==> src/hw/rtl/mpa_pkg.sv <==
// Shared types, constants and helper functions for the max pool / argmax block.
// Used by mpa_scan, mpa_window and max_pool_argmax_unit; depends on nothing.
`timescale 1ns / 1ps

package mpa_pkg;

  localparam int MAX_WIDTH  = 1024;
  localparam int MAX_POOL   = 8;
  localparam int DATA_WIDTH = 16;
  localparam int DIM_LIMIT  = 1024;

  localparam int CFG_W   = 11;                    // configuration register width
  localparam int POOL_W  = 4;                     // pool size register width
  localparam int COORD_W = 10;                    // row, column and channel fields
  localparam int OFF_W   = $clog2(MAX_POOL);      // offset inside a window
  localparam int WX_W    = $clog2(MAX_WIDTH);     // window store address
  localparam int IDX_W   = 3;                     // configuration index width

  // Configuration register indexes
  localparam logic [IDX_W-1:0] REG_IN_WIDTH  = 3'd0;
  localparam logic [IDX_W-1:0] REG_IN_HEIGHT = 3'd1;
  localparam logic [IDX_W-1:0] REG_CHANNELS  = 3'd2;
  localparam logic [IDX_W-1:0] REG_POOL_W    = 3'd3;
  localparam logic [IDX_W-1:0] REG_POOL_H    = 3'd4;

  // Effective (clamped) dimensions
  typedef struct packed {
    logic [CFG_W-1:0]  dim_w;
    logic [CFG_W-1:0]  dim_h;
    logic [CFG_W-1:0]  dim_c;
    logic [POOL_W-1:0] pool_w;
    logic [POOL_W-1:0] pool_h;
  } dims_t;

  // One window update request from the scanner to the window store
  typedef struct packed {
    logic signed [DATA_WIDTH-1:0] seg_max;
    logic [COORD_W-1:0]           seg_col;
    logic [COORD_W-1:0]           row;
    logic                         first_row;
    logic                         emit;
    logic [COORD_W-1:0]           out_row;
    logic [WX_W-1:0]              wx;
    logic [COORD_W-1:0]           channel;
    logic                         last;
  } win_req_t;

  // One entry of the window store
  typedef struct packed {
    logic signed [DATA_WIDTH-1:0] value;
    logic [COORD_W-1:0]           row;
    logic [COORD_W-1:0]           col;
  } win_entry_t;

  // One pooled result
  typedef struct packed {
    logic signed [DATA_WIDTH-1:0] max_value;
    logic [COORD_W-1:0]           max_row;
    logic [COORD_W-1:0]           max_col;
    logic [COORD_W-1:0]           out_row;
    logic [COORD_W-1:0]           out_col;
    logic [COORD_W-1:0]           channel;
    logic                         last;
  } pool_res_t;

  function automatic logic [CFG_W-1:0] clamp_dim(input logic [CFG_W-1:0] v,
                                                 input logic [CFG_W-1:0] hi);
    logic [CFG_W-1:0] r;
    if (v == '0) r = CFG_W'(1);
    else if (v > hi) r = hi;
    else r = v;
    return r;
  endfunction

  function automatic logic [POOL_W-1:0] clamp_pool(input logic [POOL_W-1:0] v);
    logic [POOL_W-1:0] r;
    if (v == '0) r = POOL_W'(1);
    else if (v > POOL_W'(MAX_POOL)) r = POOL_W'(MAX_POOL);
    else r = v;
    return r;
  endfunction

endpackage

==> src/hw/rtl/mpa_scan.sv <==
// Raster position tracking and row-segment maximum for the max pool block.
// Depends on mpa_pkg; issues window update requests to mpa_window.
`timescale 1ns / 1ps

module mpa_scan (
  input  logic                                  clk,
  input  logic                                  rst_n,
  input  mpa_pkg::dims_t                        dims,
  input  logic                                  restart,
  input  logic                                  accept,
  input  logic signed [mpa_pkg::DATA_WIDTH-1:0] sample,
  output logic                                  req_valid,
  output mpa_pkg::win_req_t                     req
);
  import mpa_pkg::*;

  logic [COORD_W-1:0] col_pos_r, col_pos_nxt;
  logic [COORD_W-1:0] row_pos_r, row_pos_nxt;
  logic [COORD_W-1:0] chan_pos_r, chan_pos_nxt;
  logic [OFF_W-1:0]   ciw_r, ciw_nxt;
  logic [OFF_W-1:0]   riw_r, riw_nxt;
  logic [WX_W-1:0]    wx_r, wx_nxt;
  logic [COORD_W-1:0] oy_r, oy_nxt;
  logic [COORD_W-1:0] base_col_r, base_col_nxt;
  logic [COORD_W-1:0] base_row_r, base_row_nxt;
  logic signed [DATA_WIDTH-1:0] seg_max_r, seg_max_nxt;
  logic [COORD_W-1:0] seg_col_r, seg_col_nxt;

  logic [CFG_W-1:0]  col_p1, row_p1, chan_p1;
  logic [POOL_W-1:0] ciw_p1, riw_p1;
  logic [CFG_W-1:0]  col_end, row_end, col_end2, row_end2;
  logic              col_ok, row_ok, in_region, take, op;

  always_comb begin
    col_p1   = {1'b0, col_pos_r} + CFG_W'(1);
    row_p1   = {1'b0, row_pos_r} + CFG_W'(1);
    chan_p1  = {1'b0, chan_pos_r} + CFG_W'(1);
    ciw_p1   = {1'b0, ciw_r} + POOL_W'(1);
    riw_p1   = {1'b0, riw_r} + POOL_W'(1);
    // end of the current window and of the one after it
    col_end  = {1'b0, base_col_r} + CFG_W'(dims.pool_w);
    row_end  = {1'b0, base_row_r} + CFG_W'(dims.pool_h);
    col_end2 = col_end + CFG_W'(dims.pool_w);
    row_end2 = row_end + CFG_W'(dims.pool_h);
    col_ok    = (col_end <= dims.dim_w);
    row_ok    = (row_end <= dims.dim_h);
    in_region = col_ok && row_ok;
    take      = (ciw_r == '0) || (sample > seg_max_r);
    op        = in_region && (ciw_p1 == dims.pool_w);
  end

  always_comb begin
    req.seg_max   = take ? sample : seg_max_r;
    req.seg_col   = take ? col_pos_r : seg_col_r;
    req.row       = row_pos_r;
    req.first_row = (riw_r == '0);
    req.emit      = (riw_p1 == dims.pool_h);
    req.out_row   = oy_r;
    req.wx        = wx_r;
    req.channel   = chan_pos_r;
    req.last      = (chan_p1 == dims.dim_c) && (row_end2 > dims.dim_h) &&
                    (col_end2 > dims.dim_w);
    req_valid     = accept && op;
  end

  always_comb begin
    col_pos_nxt  = col_pos_r;
    row_pos_nxt  = row_pos_r;
    chan_pos_nxt = chan_pos_r;
    ciw_nxt      = ciw_r;
    riw_nxt      = riw_r;
    wx_nxt       = wx_r;
    oy_nxt       = oy_r;
    base_col_nxt = base_col_r;
    base_row_nxt = base_row_r;
    seg_max_nxt  = seg_max_r;
    seg_col_nxt  = seg_col_r;
    if (restart) begin
      col_pos_nxt  = '0;
      row_pos_nxt  = '0;
      chan_pos_nxt = '0;
      ciw_nxt      = '0;
      riw_nxt      = '0;
      wx_nxt       = '0;
      oy_nxt       = '0;
      base_col_nxt = '0;
      base_row_nxt = '0;
    end else if (accept) begin
      if (in_region) begin
        seg_max_nxt = req.seg_max;
        seg_col_nxt = req.seg_col;
      end
      if (col_p1 >= dims.dim_w) begin
        col_pos_nxt  = '0;
        ciw_nxt      = '0;
        wx_nxt       = '0;
        base_col_nxt = '0;
        if (row_p1 >= dims.dim_h) begin
          row_pos_nxt  = '0;
          riw_nxt      = '0;
          oy_nxt       = '0;
          base_row_nxt = '0;
          chan_pos_nxt = (chan_p1 >= dims.dim_c) ? '0 : chan_p1[COORD_W-1:0];
        end else begin
          row_pos_nxt = row_p1[COORD_W-1:0];
          if (riw_p1 >= dims.pool_h) begin
            riw_nxt      = '0;
            oy_nxt       = oy_r + COORD_W'(1);
            base_row_nxt = row_p1[COORD_W-1:0];
          end else begin
            riw_nxt = riw_p1[OFF_W-1:0];
          end
        end
      end else begin
        col_pos_nxt = col_p1[COORD_W-1:0];
        if (ciw_p1 >= dims.pool_w) begin
          ciw_nxt      = '0;
          wx_nxt       = wx_r + WX_W'(1);
          base_col_nxt = col_p1[COORD_W-1:0];
        end else begin
          ciw_nxt = ciw_p1[OFF_W-1:0];
        end
      end
    end
  end

  always_ff @(posedge clk) begin
    if (!rst_n) begin
      col_pos_r  <= '0;
      row_pos_r  <= '0;
      chan_pos_r <= '0;
      ciw_r      <= '0;
      riw_r      <= '0;
      wx_r       <= '0;
      oy_r       <= '0;
      base_col_r <= '0;
      base_row_r <= '0;
      seg_max_r  <= '0;
      seg_col_r  <= '0;
    end else begin
      col_pos_r  <= col_pos_nxt;
      row_pos_r  <= row_pos_nxt;
      chan_pos_r <= chan_pos_nxt;
      ciw_r      <= ciw_nxt;
      riw_r      <= riw_nxt;
      wx_r       <= wx_nxt;
      oy_r       <= oy_nxt;
      base_col_r <= base_col_nxt;
      base_row_r <= base_row_nxt;
      seg_max_r  <= seg_max_nxt;
      seg_col_r  <= seg_col_nxt;
    end
  end

endmodule

==> config.mk <==
export PLATFORM = sky130hd
export DESIGN_NAME = mpa_scan
export DESIGN_NICKNAME = d
export VERILOG_FILES = /design/src/hw/rtl/mpa_pkg.sv /design/src/hw/rtl/mpa_scan.sv
export SDC_FILE = /design/constraint.sdc
export NUM_CORES = 1
export LEC_CHECK = 0
export BUFFER_PORTS_ARGS = -buffer_cell sky130_fd_sc_hd__clkbuf_2
export CAP_MARGIN = 20
export CORE_MARGIN = 3
export CORE_UTILIZATION = 52
export CTS_CLUSTER_SIZE = 40
export DETAILED_ROUTE_END_ITERATION = 7
export GPL_TIMING_DRIVEN = 0
export PLACE_DENSITY = 0.77
export SYNTH_ARGS = -nofsm -noshare
export SYNTH_HDL_FRONTEND = slang
export SYNTH_SLANG_ARGS = --single-unit
export TNS_END_PERCENT = 20
==> constraint.sdc <==
create_clock -name clk -period 3.5 [get_ports clk]
set_clock_uncertainty 0.2 [all_clocks]
set_input_delay 0.175 -clock clk [delete_from_list [all_inputs] [get_ports clk]]
set_output_delay 0.175 -clock clk [all_outputs]
set_load 0.02 [all_outputs]
==> flow_summary.ini, run 1 <==
[sta]
timing.final.hold_violations = 0
actual_transition_at_the_worst_max_transition_pin_ns = 0.913
timing.final.crit_period_ns = 4.24
worst_slack_ns = -0.741
tcrit_tclk_final_pct = 121
maximum_clock_frequency_ghz = 0.236
rsz0062_at_grt = yes
timing_max_transition_violations_final = 0
setup-violations-final = 56
relSlewSlack_pct = 39.2

[flow_run]
max_cap_violations = 0

[detailed_routing]
antenna_violating_nets_post_route = 0
drt-initial-drc-count = 539
via_count = 7900
routed_via_density = 5.58
wire_per_inst_um = 15.6
drt_drc_violations_left = 0
drt-total-wl_um = 22000
drt-pass1-iter-count = 5

[synth]
synth_cell_type_count = 54
synth.cell_area_mm2 = 0.00830
ys_seq_elements = 102
synth.net_count = 1224
postSynth.asyncResetShare_pct = 0
synth_area_leader_cell = sky130_fd_sc_hd__dfxtp_1
number_of_enable_flip_flop_cells_after_synthesis = 0
avgSynthCellArea_um2 = 8.03
synth-main-ff-cell = sky130_fd_sc_hd__dfxtp_1
ys_top_cells_by_area = sky130_fd_sc_hd__dfxtp_1, sky130_fd_sc_hd__ha_1, sky130_fd_sc_hd__nand2_1
syn-instance-count = 1033
ys_seq_area_share_pct = 24.6
synth_top_area_share_pct = 24.6
synth.yosys.warnings = 0

[placed_design]
post-place-ws_ns = -0.871
place.detailed.instances = 1372
placed_area_mm2 = 0.00926
gp_routability_congestion = 0.898
port-buffer-count = 128
post_dp_hpwl_um = 16400

[clocking]
clockBufferDepth = 2
clk_pin_slew_ns = 0.07
cts_inserted_buffers = 9
clk_root_buffer_cell = sky130_fd_sc_hd__clkbuf_16
cts.sink_count = 102
clock_latency_ns = 0.35
number_of_levels_the_h_tree_was_split_into = 3
tritoncts_clock_tree = done

[setup_path]
setup.worst_path.end_class = output pin
critical_path.startpoint_type = flip-flop
required_ns = 3.12
timing_worst_setup_path_type = reg2out
critPathMaxStageDelay_ns = 0.37
crit_arrival_ns = 3.87
path_cells = ha_4 > fa_2 > xor2_1 > ha_1 > a21oi_1 > nand2b_1 > a21boi_2 > nand3_2 > nor2_1 > xnor2_1 > ha_1 > nand4_1 > nor3_2 > a311oi_2 > o31ai_2 > a31oi_2 > clkbuf_8
path_max_fanout = 3
critPathSlowestCell = sky130_fd_sc_hd__fa_2
cp_common_cell = sky130_fd_sc_hd__ha_1

[die]
design.core.area_mm2 = 0.0154
fp.dieArea_mm2 = 0.0175
dieWidth_um = 132
starting_utilization_of_the_core_area_pct = 53.8
ioPinCount = 131
fp.dieH_um = 132
core.rowCount = 45

[status]
status = finished, violations left
failing_checks = setup timing

[finish]
antenna_cells_inserted = 0
finish.utilization_pct = 65.6
fin_cells = 1415
synthToLayoutAreaGrowth_pct = 22.0
layout.cells.most_common = sky130_fd_sc_hd__nand2_1
final_net_count = 1390
layout.cells.most_common_list = sky130_fd_sc_hd__nand2_1, sky130_fd_sc_hd__clkbuf_2, sky130_fd_sc_hd__ha_1
drive_gt1_share_pct = 22.4
design_area_mm2 = 0.0101

[power]
power.static_leakage_nw = 4.55
cellPowerDensity_mw_per_mm2 = 261
peakVddDrop_mv = 0.245
post-layout-total-power_mw = 2.64

[hold_path]
timing.hold.worst.class = in2reg

[global_route]
largest_net_degree_at_the_start_of_global_routing = 17
grtUsageTotal_pct = 24.3
first_pass_grt_wire_length_um = 35900
first_global_vias = 7597
grt.overflow.total = 0
antenna_found_initial = 0
metrics by stage:
stage               hold WS [ns]  setup TNS, ns
finish                    0.0794          -9.00
detailed placement         0.240         -41.10
global placement           0.233         -39.11
global route               0.119         -21.92
floorplan                  0.117         -0.232
CTS                       0.0688          -8.12
area by class of cell:
| type | instances | area (um^2) |
|---|---|---|
| multi-input cells | 818 | 6140 |
| fillers | 1323 | 5300 |
| flip-flops and latches | 102 | 2060 |
| repair buffers | 155 | 901 |
| inverters | 81 | 304 |
| well taps | 211 | 264 |
| clock buffers | 10 | 229 |
| plain buffers | 32 | 193 |
| clock inverters | 6 | 38.8 |
path summary, 6_finish.rpt:
path	from	endpoint	slack, ns	cells after the start
worst max-delay path	base_row_r[0]	req[0]	-0.74	17
worst min-delay path	rst_n	seg_col_r[0]	0.08	3
worst max register to register	base_row_r[1]	seg_col_r[6]	-0.25	19
worst min register to register	seg_col_r[8]	seg_col_r[8]	0.26	2
Yosys cell counts, drive strengths merged, types with 4 or more instances:
cell type and count:
nand2 133, buf 7, or3b 8, and2 5, nor2b 18, fa 4
nand2b 10, nand4 26, ha 126, clkbuf 25, mux2 25, o31ai 6
a22oi 11, a21o 13, xnor2 36, xor2 33, or4 7, inv 81
mux2i 28, o21ai 39, nor3 7, o211ai 4, nand3 54, and3 13
o21a 7, or3 11, a21oi 84, dfxtp 102, nor2 67, a211oi 8
repair_timing:
item | CTS | global route
gates resized for setup | 61 | 42
hold buffers | 16 | 0
hold endpoints to repair | 16 | 0
setup endpoints to repair | 104 | 125
pin swaps | 11 | 9
setup buffers | 4 | 7
registers in the layout, summed over array words and instances, names as in the netlist:
register    count
oy_r           10
wx_r           10
seg_max_r      16
base_row_r     10
row_pos_r      10
riw_r           3
base_col_r     10
ciw_r           3
chan_pos_r     10
col_pos_r      10
seg_col_r      10
where the power goes:
group / switching, mW / internal (mW) / leakage [nW]
clock: 0.465 / 0.481 / 0.128
combinational: 0.285 / 0.222 / 3.59
sequential: 0.0136 / 1.17 / 0.829
layer usage:
layer | up-vias | share of wire, % | global-route usage, %
li1 | 3965 | - | -
met1 | 3718 | 45 | 31.7
met2 | 188 | 49 | 41.6
met3 | 29 | 4.6 | 4.24
met4 | 0 | 1.4 | 6.18
met5 | - | 0 | 0
cells by family after synthesis:
group | Yosys count | synth area share (%)
and+or+nand+nor | 372 | 21.7
AOI/OAI and AO/OA | 194 | 14.2
adders and majority gates | 130 | 20.0
buffers and inverters | 113 | 5.47
DFF | 102 | 24.6
xor gates and xnor gates | 69 | 7.28
muxes | 53 | 6.77
worst max-delay path, delay by kind of cell (launching register included):
kind,cells,cell delay (ns)
adders and majority gates,4,1.14
AOI/OAI and AO/OA,5,0.85
and+or+nand+nor,5,0.72
DFF,1,0.34
xor gates and xnor gates,2,0.32
buffers and inverters,1,0.17
(Power assumes the default switching activity.)
==> run 2, diff against run 1 <==
clock period = 3.81 ns   (was 3.5 ns; I/O delays follow)
==> run 2 against run 1 <==
Effect of this change: the flow still finishes with violations (setup timing); register-to-register slack better by 0.16 ns; combinational power fell by 2%; critical path depth is 1 higher; global-route usage grew 0.37 points; routed wire length up 2.2%; cell count is 1.1% higher; first-iteration DRC count decreased by 9.6%; sequential share of layout area shrank 0.62 points; worst setup slack gained 0.27 ns; critical path type unchanged.
==> flow_summary.ini, run 2 (synthesized netlist as in run 1, its figures left out) <==
[status]
status = finished, violations left
failing_checks = setup timing

[finish]
design_area_mm2 = 0.0104
antenna_cells_inserted = 0
largest-register = seg_max_r
drive_gt1_share_pct = 23.7
largest_reg_flops = 16
final_net_count = 1405
synthToLayoutAreaGrowth_pct = 25.7
layout.cells.most_common = sky130_fd_sc_hd__nand2_1
layout.cells.most_common_list = sky130_fd_sc_hd__nand2_1, sky130_fd_sc_hd__clkbuf_2, sky130_fd_sc_hd__ha_1
finish.utilization_pct = 67.6

[clocking]
number_of_levels_the_h_tree_was_split_into = 3
cts_inserted_buffers = 9
clockBufferDepth = 2
cts.sink_count = 102
clock_latency_ns = 0.35
clk_root_buffer_cell = sky130_fd_sc_hd__clkbuf_16
clk_pin_slew_ns = 0.07
tritoncts_clock_tree = done

[hold_path]
hold_start = rst_n
timing.hold.worst.class = in2reg

[global_route]
first_global_vias = 7697
largest_net_degree_at_the_start_of_global_routing = 17
grtUsageTotal_pct = 24.6
first_pass_grt_wire_length_um = 36300
grt.overflow.total = 0
antenna_found_initial = 0

[sta]
timing.final.hold_violations = 0
timing.final.crit_period_ns = 4.28
relSlewSlack_pct = 40.0
maximum_clock_frequency_ghz = 0.234
actual_transition_at_the_worst_max_transition_pin_ns = 0.900
timing_max_transition_violations_final = 0
worst_slack_ns = -0.468
setup-violations-final = 28
tcrit_tclk_final_pct = 112
rsz0062_at_grt = yes

[setup_path]
crit_arrival_ns = 3.89
critPathMaxStageDelay_ns = 0.45
timing_worst_setup_path_type = reg2out
count_of_buffer_and_inverter_cells_on_the_critical_path = 2
crit_family = adder cells
critPathSlowestCell = sky130_fd_sc_hd__fa_2
crit-reg2reg-launch = base_col_r[0]
cp_common_cell = sky130_fd_sc_hd__ha_1
path_max_fanout = 3
timing.critical_path.from = base_row_r[0]
critical_path.startpoint_type = flip-flop
setup.worst_path.end_class = output pin
required_ns = 3.42
path_cells = ha_4 > fa_2 > buf_4 > ha_1 > a21o_1 > a21oi_2 > nand2b_4 > a21boi_2 > nand3_2 > nor2_2 > xnor2_1 > ha_1 > nand4_1 > nor3_2 > a311oi_2 > o31ai_2 > a31oi_2 > clkbuf_8

[detailed_routing]
drt-pass1-iter-count = 5
wire_per_inst_um = 15.7
drt_drc_violations_left = 0
antenna_violating_nets_post_route = 0
drt-total-wl_um = 22500
drt-initial-drc-count = 487
via_count = 8076
routed_via_density = 5.65

[die]
fp.dieH_um = 132
starting_utilization_of_the_core_area_pct = 53.8
fp.dieArea_mm2 = 0.0175
dieWidth_um = 132
core.rowCount = 45
ioPinCount = 131
design.core.area_mm2 = 0.0154

[placed_design]
post_dp_hpwl_um = 16400
placed_area_mm2 = 0.00921
gp_routability_congestion = 0.891
port-buffer-count = 128

[flow_run]
max_cap_violations = 0

[power]
power.static_leakage_nw = 4.66
peakVddDrop_mv = 0.264
post-layout-total-power_mw = 2.60
cellPowerDensity_mw_per_mm2 = 249
## run 2: changes by cell type in the layout (fill, tap and decap cells not counted), sizes merged
cell      previous run  this run
clkbuf             154       161
bufinv               0         2
clkinv               4         0
clkinvlp             2         3
buf                 27        36
## run 2: layout make-up
cell class / count / area [um^2]
multi-input combinational: 818 / 6230
fill: 1254 / 4990
sequential: 102 / 2050
timing repair buffer: 170 / 1060
inverter: 81 / 304
tap: 211 / 264
clock buffer: 11 / 243
buffer: 32 / 189
clock inverter: 5 / 82.6
## run 2: repair_timing
action | CTS | global route
setup endpoints to repair | 78 | 106
pin swaps | 22 | 31
hold endpoints to repair | 16 | 0
setup buffers | 13 | 11
gates cloned | 2 | 0
hold buffers | 16 | 0
resized for setup | 64 | 62
## run 2: path summary, 6_finish.rpt
check | depth (start not counted) | end | slack (ns)
worst min register to register | 2 | seg_col_r[3] | 0.26
worst min-delay path | 3 | seg_col_r[9] | 0.07
worst max register to register | 16 | seg_max_r[10] | -0.09
worst max-delay path | 18 | req[0] | -0.47
## run 2: per-stage QoR
| stage | hold WS (ns) | setup WS [ns] | instances | setup TNS, ns |
|---|---|---|---|---|
| after floorplan | 0.133 | 0.0864 | 1033 | 0 |
| after global placement | 0.239 | -0.445 | 1372 | -20.18 |
| after detailed placement | 0.251 | -0.460 | 1372 | -23.13 |
| after CTS | 0.0689 | -0.443 | 1419 | -2.62 |
| after global routing | 0.114 | -0.647 | 1430 | -9.19 |
| final | 0.0660 | -0.468 | 1430 | -1.98 |
## run 2: per-layer routing
layer	track usage, %	share of wire [%]
met4	7.33	2.3
met3	4.62	4.9
met1	31.0	43
met2	42.8	49
met5	0	0
## run 2: power by group
| part | leakage (nW) | internal (mW) | total [mW] | switching [mW] |
|---|---|---|---|---|
| Clock | 0.148 | 0.594 | 1.01 | 0.419 |
| Sequential | 0.828 | 1.08 | 1.09 | 0.0121 |
| Combinational | 3.68 | 0.222 | 0.497 | 0.274 |
## run 2: worst register-to-register path, stage by stage (launching register included)
cell and delay (ns):
sky130_fd_sc_hd__dfxtp_4 0.36, sky130_fd_sc_hd__ha_4 0.17, sky130_fd_sc_hd__fa_2 0.34, sky130_fd_sc_hd__a21o_1 0.19
sky130_fd_sc_hd__a21oi_4 0.22, sky130_fd_sc_hd__and3b_2 0.25, sky130_fd_sc_hd__xor2_2 0.17, sky130_fd_sc_hd__buf_4 0.15
sky130_fd_sc_hd__ha_4 0.27, sky130_fd_sc_hd__nand4_1 0.09, sky130_fd_sc_hd__o32a_1 0.35, sky130_fd_sc_hd__a22o_1 0.26
sky130_fd_sc_hd__buf_6 0.13, sky130_fd_sc_hd__nor3_4 0.12, sky130_fd_sc_hd__buf_6 0.21, sky130_fd_sc_hd__buf_12 0.14
sky130_fd_sc_hd__mux2i_1 0.20
==> run 3, diff against run 2 <==
ABC_AREA = 1   (was default)
RECOVER_POWER = 100   (was default)
SLEW_MARGIN = 20   (was default)
==> run 3 against run 2 <==
Effect of this change: the flow still finishes with violations (setup timing); die area rose by 5.1%; clock-buffer cell count fell by 1; global-route usage rose by 0.57 points; critical path type unchanged; critical path depth rose by 3; final area rose by 0.22%; non-clock buffer count fell by 11; largest power group unchanged; critical endpoint unchanged; routed wire length rose by 5.8%; largest cell class unchanged; power fell by 2.1%; highest routed layer unchanged.
==> flow_summary.ini, run 3 <==
[finish]
design_area_mm2 = 0.0105
layout.cells.most_common_list = sky130_fd_sc_hd__nand2_1, sky130_fd_sc_hd__inv_1, sky130_fd_sc_hd__a21oi_1
final_net_count = 1677
largest_reg_flops = 16
antenna_cells_inserted = 0
layout.cells.most_common = sky130_fd_sc_hd__nand2_1
largest-register = seg_max_r
area.sequential_mm2 = 0.00205
multi_input_comb_area_mm2 = 0.00602
drive_gt1_share_pct = 12.8
synthToLayoutAreaGrowth_pct = 19.6
n_fill_cell = 1490

[die]
fp.dieArea_mm2 = 0.0184
dieWidth_um = 136
starting_utilization_of_the_core_area_pct = 54.1
fp.dieH_um = 136
core.rowCount = 46
ioPinCount = 131
design.core.area_mm2 = 0.0162

[synth]
yosys.area_share.adder_pct = 18.9
yosys.cell_count.top_type = sky130_fd_sc_hd__nand2_1
synth_commonest_cells = sky130_fd_sc_hd__nand2_1, sky130_fd_sc_hd__inv_1, sky130_fd_sc_hd__ha_1
number_of_enable_flip_flop_cells_after_synthesis = 0
synth.cell_area_mm2 = 0.00874
avgSynthCellArea_um2 = 6.66
ys_seq_elements = 102
ys_seq_area_share_pct = 23.4
ys_top_cells_by_area = sky130_fd_sc_hd__dfxtp_1, sky130_fd_sc_hd__ha_1, sky130_fd_sc_hd__nand2_1
synth_compound_gate_area_share_pct = 12.7
synth_mux_area_share_pct = 0
synth_cell_type_count = 51
postSynth.asyncResetShare_pct = 0
synth_xor_xnor_area_share_pct = 5.79
synth-main-ff-cell = sky130_fd_sc_hd__dfxtp_1
synth_top_family_by_area = simple AND/OR/NAND/NOR gates
synth.net_count = 1504
syn-instance-count = 1313
synth_area_leader_cell = sky130_fd_sc_hd__dfxtp_1
synth.yosys.warnings = 0
synthSimpleGateAreaFrac_pct = 28.3
synth_top_area_share_pct = 23.4

[global_route]
grt.overflow.total = 0
met3_usage_pct = 5.05
grtUsageTotal_pct = 25.2
globalRouteMet2Util_pct = 42.8
met1_usage_pct = 33.1
antenna_found_initial = 0
first_global_vias = 8184
largest_net_degree_at_the_start_of_global_routing = 17
first_pass_grt_wire_length_um = 38500
grt.busiest_layer = met2

[clocking]
clk_pin_slew_ns = 0.07
tritoncts_clock_tree = done
cts.sink_count = 102
cts_inserted_buffers = 9
clock_latency_ns = 0.35
clockBufferDepth = 2
clk_root_buffer_cell = sky130_fd_sc_hd__clkbuf_16
number_of_levels_the_h_tree_was_split_into = 3

[sta]
timing.final.crit_period_ns = 4.30
worst_slack_ns = -0.486
maximum_clock_frequency_ghz = 0.233
actual_transition_at_the_worst_max_transition_pin_ns = 0.602
setup-violations-final = 5
timing.final.hold_violations = 0
rsz0062_at_grt = yes
relSlewSlack_pct = 59.7
timing_max_transition_violations_final = 0
tcrit_tclk_final_pct = 113

[setup_path]
timing_worst_setup_path_type = reg2out
critPathSlowestCell = sky130_fd_sc_hd__fa_2
path_max_fanout = 3
path_cells = ha_4 > fa_2 > inv_2 > fa_2 > nor2_2 > a211oi_2 > nor2_2 > nand3_2 > nor2_2 > nand2_1 > nand2_1 > inv_1 > ha_4 > nand2_2 > nor2_1 > nand4_1 > nand3_2 > a41oi_2 > nand2_1 > a21oi_2 > buf_6
critical_path.startpoint_type = flip-flop
setup.worst_path.end_class = output pin
crit_arrival_ns = 3.91
r2r_cells = 16
required_ns = 3.42
critPathMaxStageDelay_ns = 0.60

[detailed_routing]
wire_per_inst_um = 14.0
via_count = 9055
drt-initial-drc-count = 559
routed_via_density = 5.31
drt-total-wl_um = 23800
drt_drc_violations_left = 0
antenna_violating_nets_post_route = 0
drt-pass1-iter-count = 5

[hold_path]
holdPathStages = 5
timing.hold.worst.class = in2reg

[placed_design]
gp_routability_congestion = 0.927
post_dp_hpwl_um = 18200
post-place-ws_ns = -0.727
placed_area_mm2 = 0.00966
port-buffer-count = 129

[power]
peakVddDrop_mv = 0.244
post-layout-total-power_mw = 2.55
cellPowerDensity_mw_per_mm2 = 244
power.static_leakage_nw = 5.18

[flow_run]
max_cap_violations = 0

[status]
failing_checks = setup timing
status = finished, violations left
## run 3: area by class of cell
class	count	share of cell area, %
multi-input cells	966	57.6
flip-flops and latches	102	19.6
repair buffers	162	8.35
inverters	216	7.80
well taps	216	2.58
clock buffers	10	2.19
plain buffers	29	1.52
clock inverters	5	0.359
## run 3: repair_timing
| item | in CTS | in global routing |
|---|---|---|
| gates resized for setup | 25 | 59 |
| pin swaps | 14 | 29 |
| endpoints found under the hold margin | 17 | 0 |
| setup endpoints to repair | 22 | 93 |
| buffers inserted | 7 | 9 |
| hold buffers | 17 | 0 |
## run 3: path summary, 6_finish.rpt
kind	startpoint	endpoint	slack, ns
worst max-delay path	base_col_r[0]	req[0]	-0.49
worst max register to register	col_pos_r[1]	oy_r[5]	-0.01
worst min register to register	base_col_r[3]	base_col_r[3]	0.29
worst min-delay path	rst_n	seg_col_r[2]	0.06
## run 3: power by group
part	switching [mW]	leakage [nW]	internal [mW]
clock	0.417	0.125	0.441
sequential	0.0147	0.829	1.09
combinational	0.362	4.23	0.225
## run 3: critical path, delay by kind of cell (launching register included)
kind | cells | cell delay (ns)
adders and majority gates | 4 | 1.35
and+or+nand+nor | 11 | 1.22
AOI/OAI and AO/OA | 3 | 0.37
DFF | 1 | 0.36
buffers and inverters | 3 | 0.24
## run 3: per-layer routing
| layer | up-vias | part of all wire, % |
|---|---|---|
| li1 | 4610 | - |
| met1 | 4132 | 44 |
| met2 | 278 | 48 |
| met3 | 35 | 6.5 |
| met4 | 0 | 2.0 |
| met5 | - | 0 |
## run 3: kinds of logic (layout without fill, tap and decap cells)
family | Yosys count | after routing
xor gates and xnor gates | 57 | 57
buffers and inverters | 245 | 422
AOI/OAI and AO/OA | 205 | 205
and+or+nand+nor | 574 | 574
DFF | 102 | 102
adders and majority gates | 130 | 130
## run 3: through the flow
stage          util, %  std cells  TNS, ns  hold slack (ns)
2_1_floorplan        -       1313        0            0.200
3_3_place_gp      59.7       1658    -2.03            0.263
3_5_place_dp      59.7       1658    -3.24            0.271
4_1_cts           63.4       1697   -0.643           0.0623
5_1_grt           64.6       1706   -17.10           0.0860
6_report          64.6       1706   -0.600           0.0648
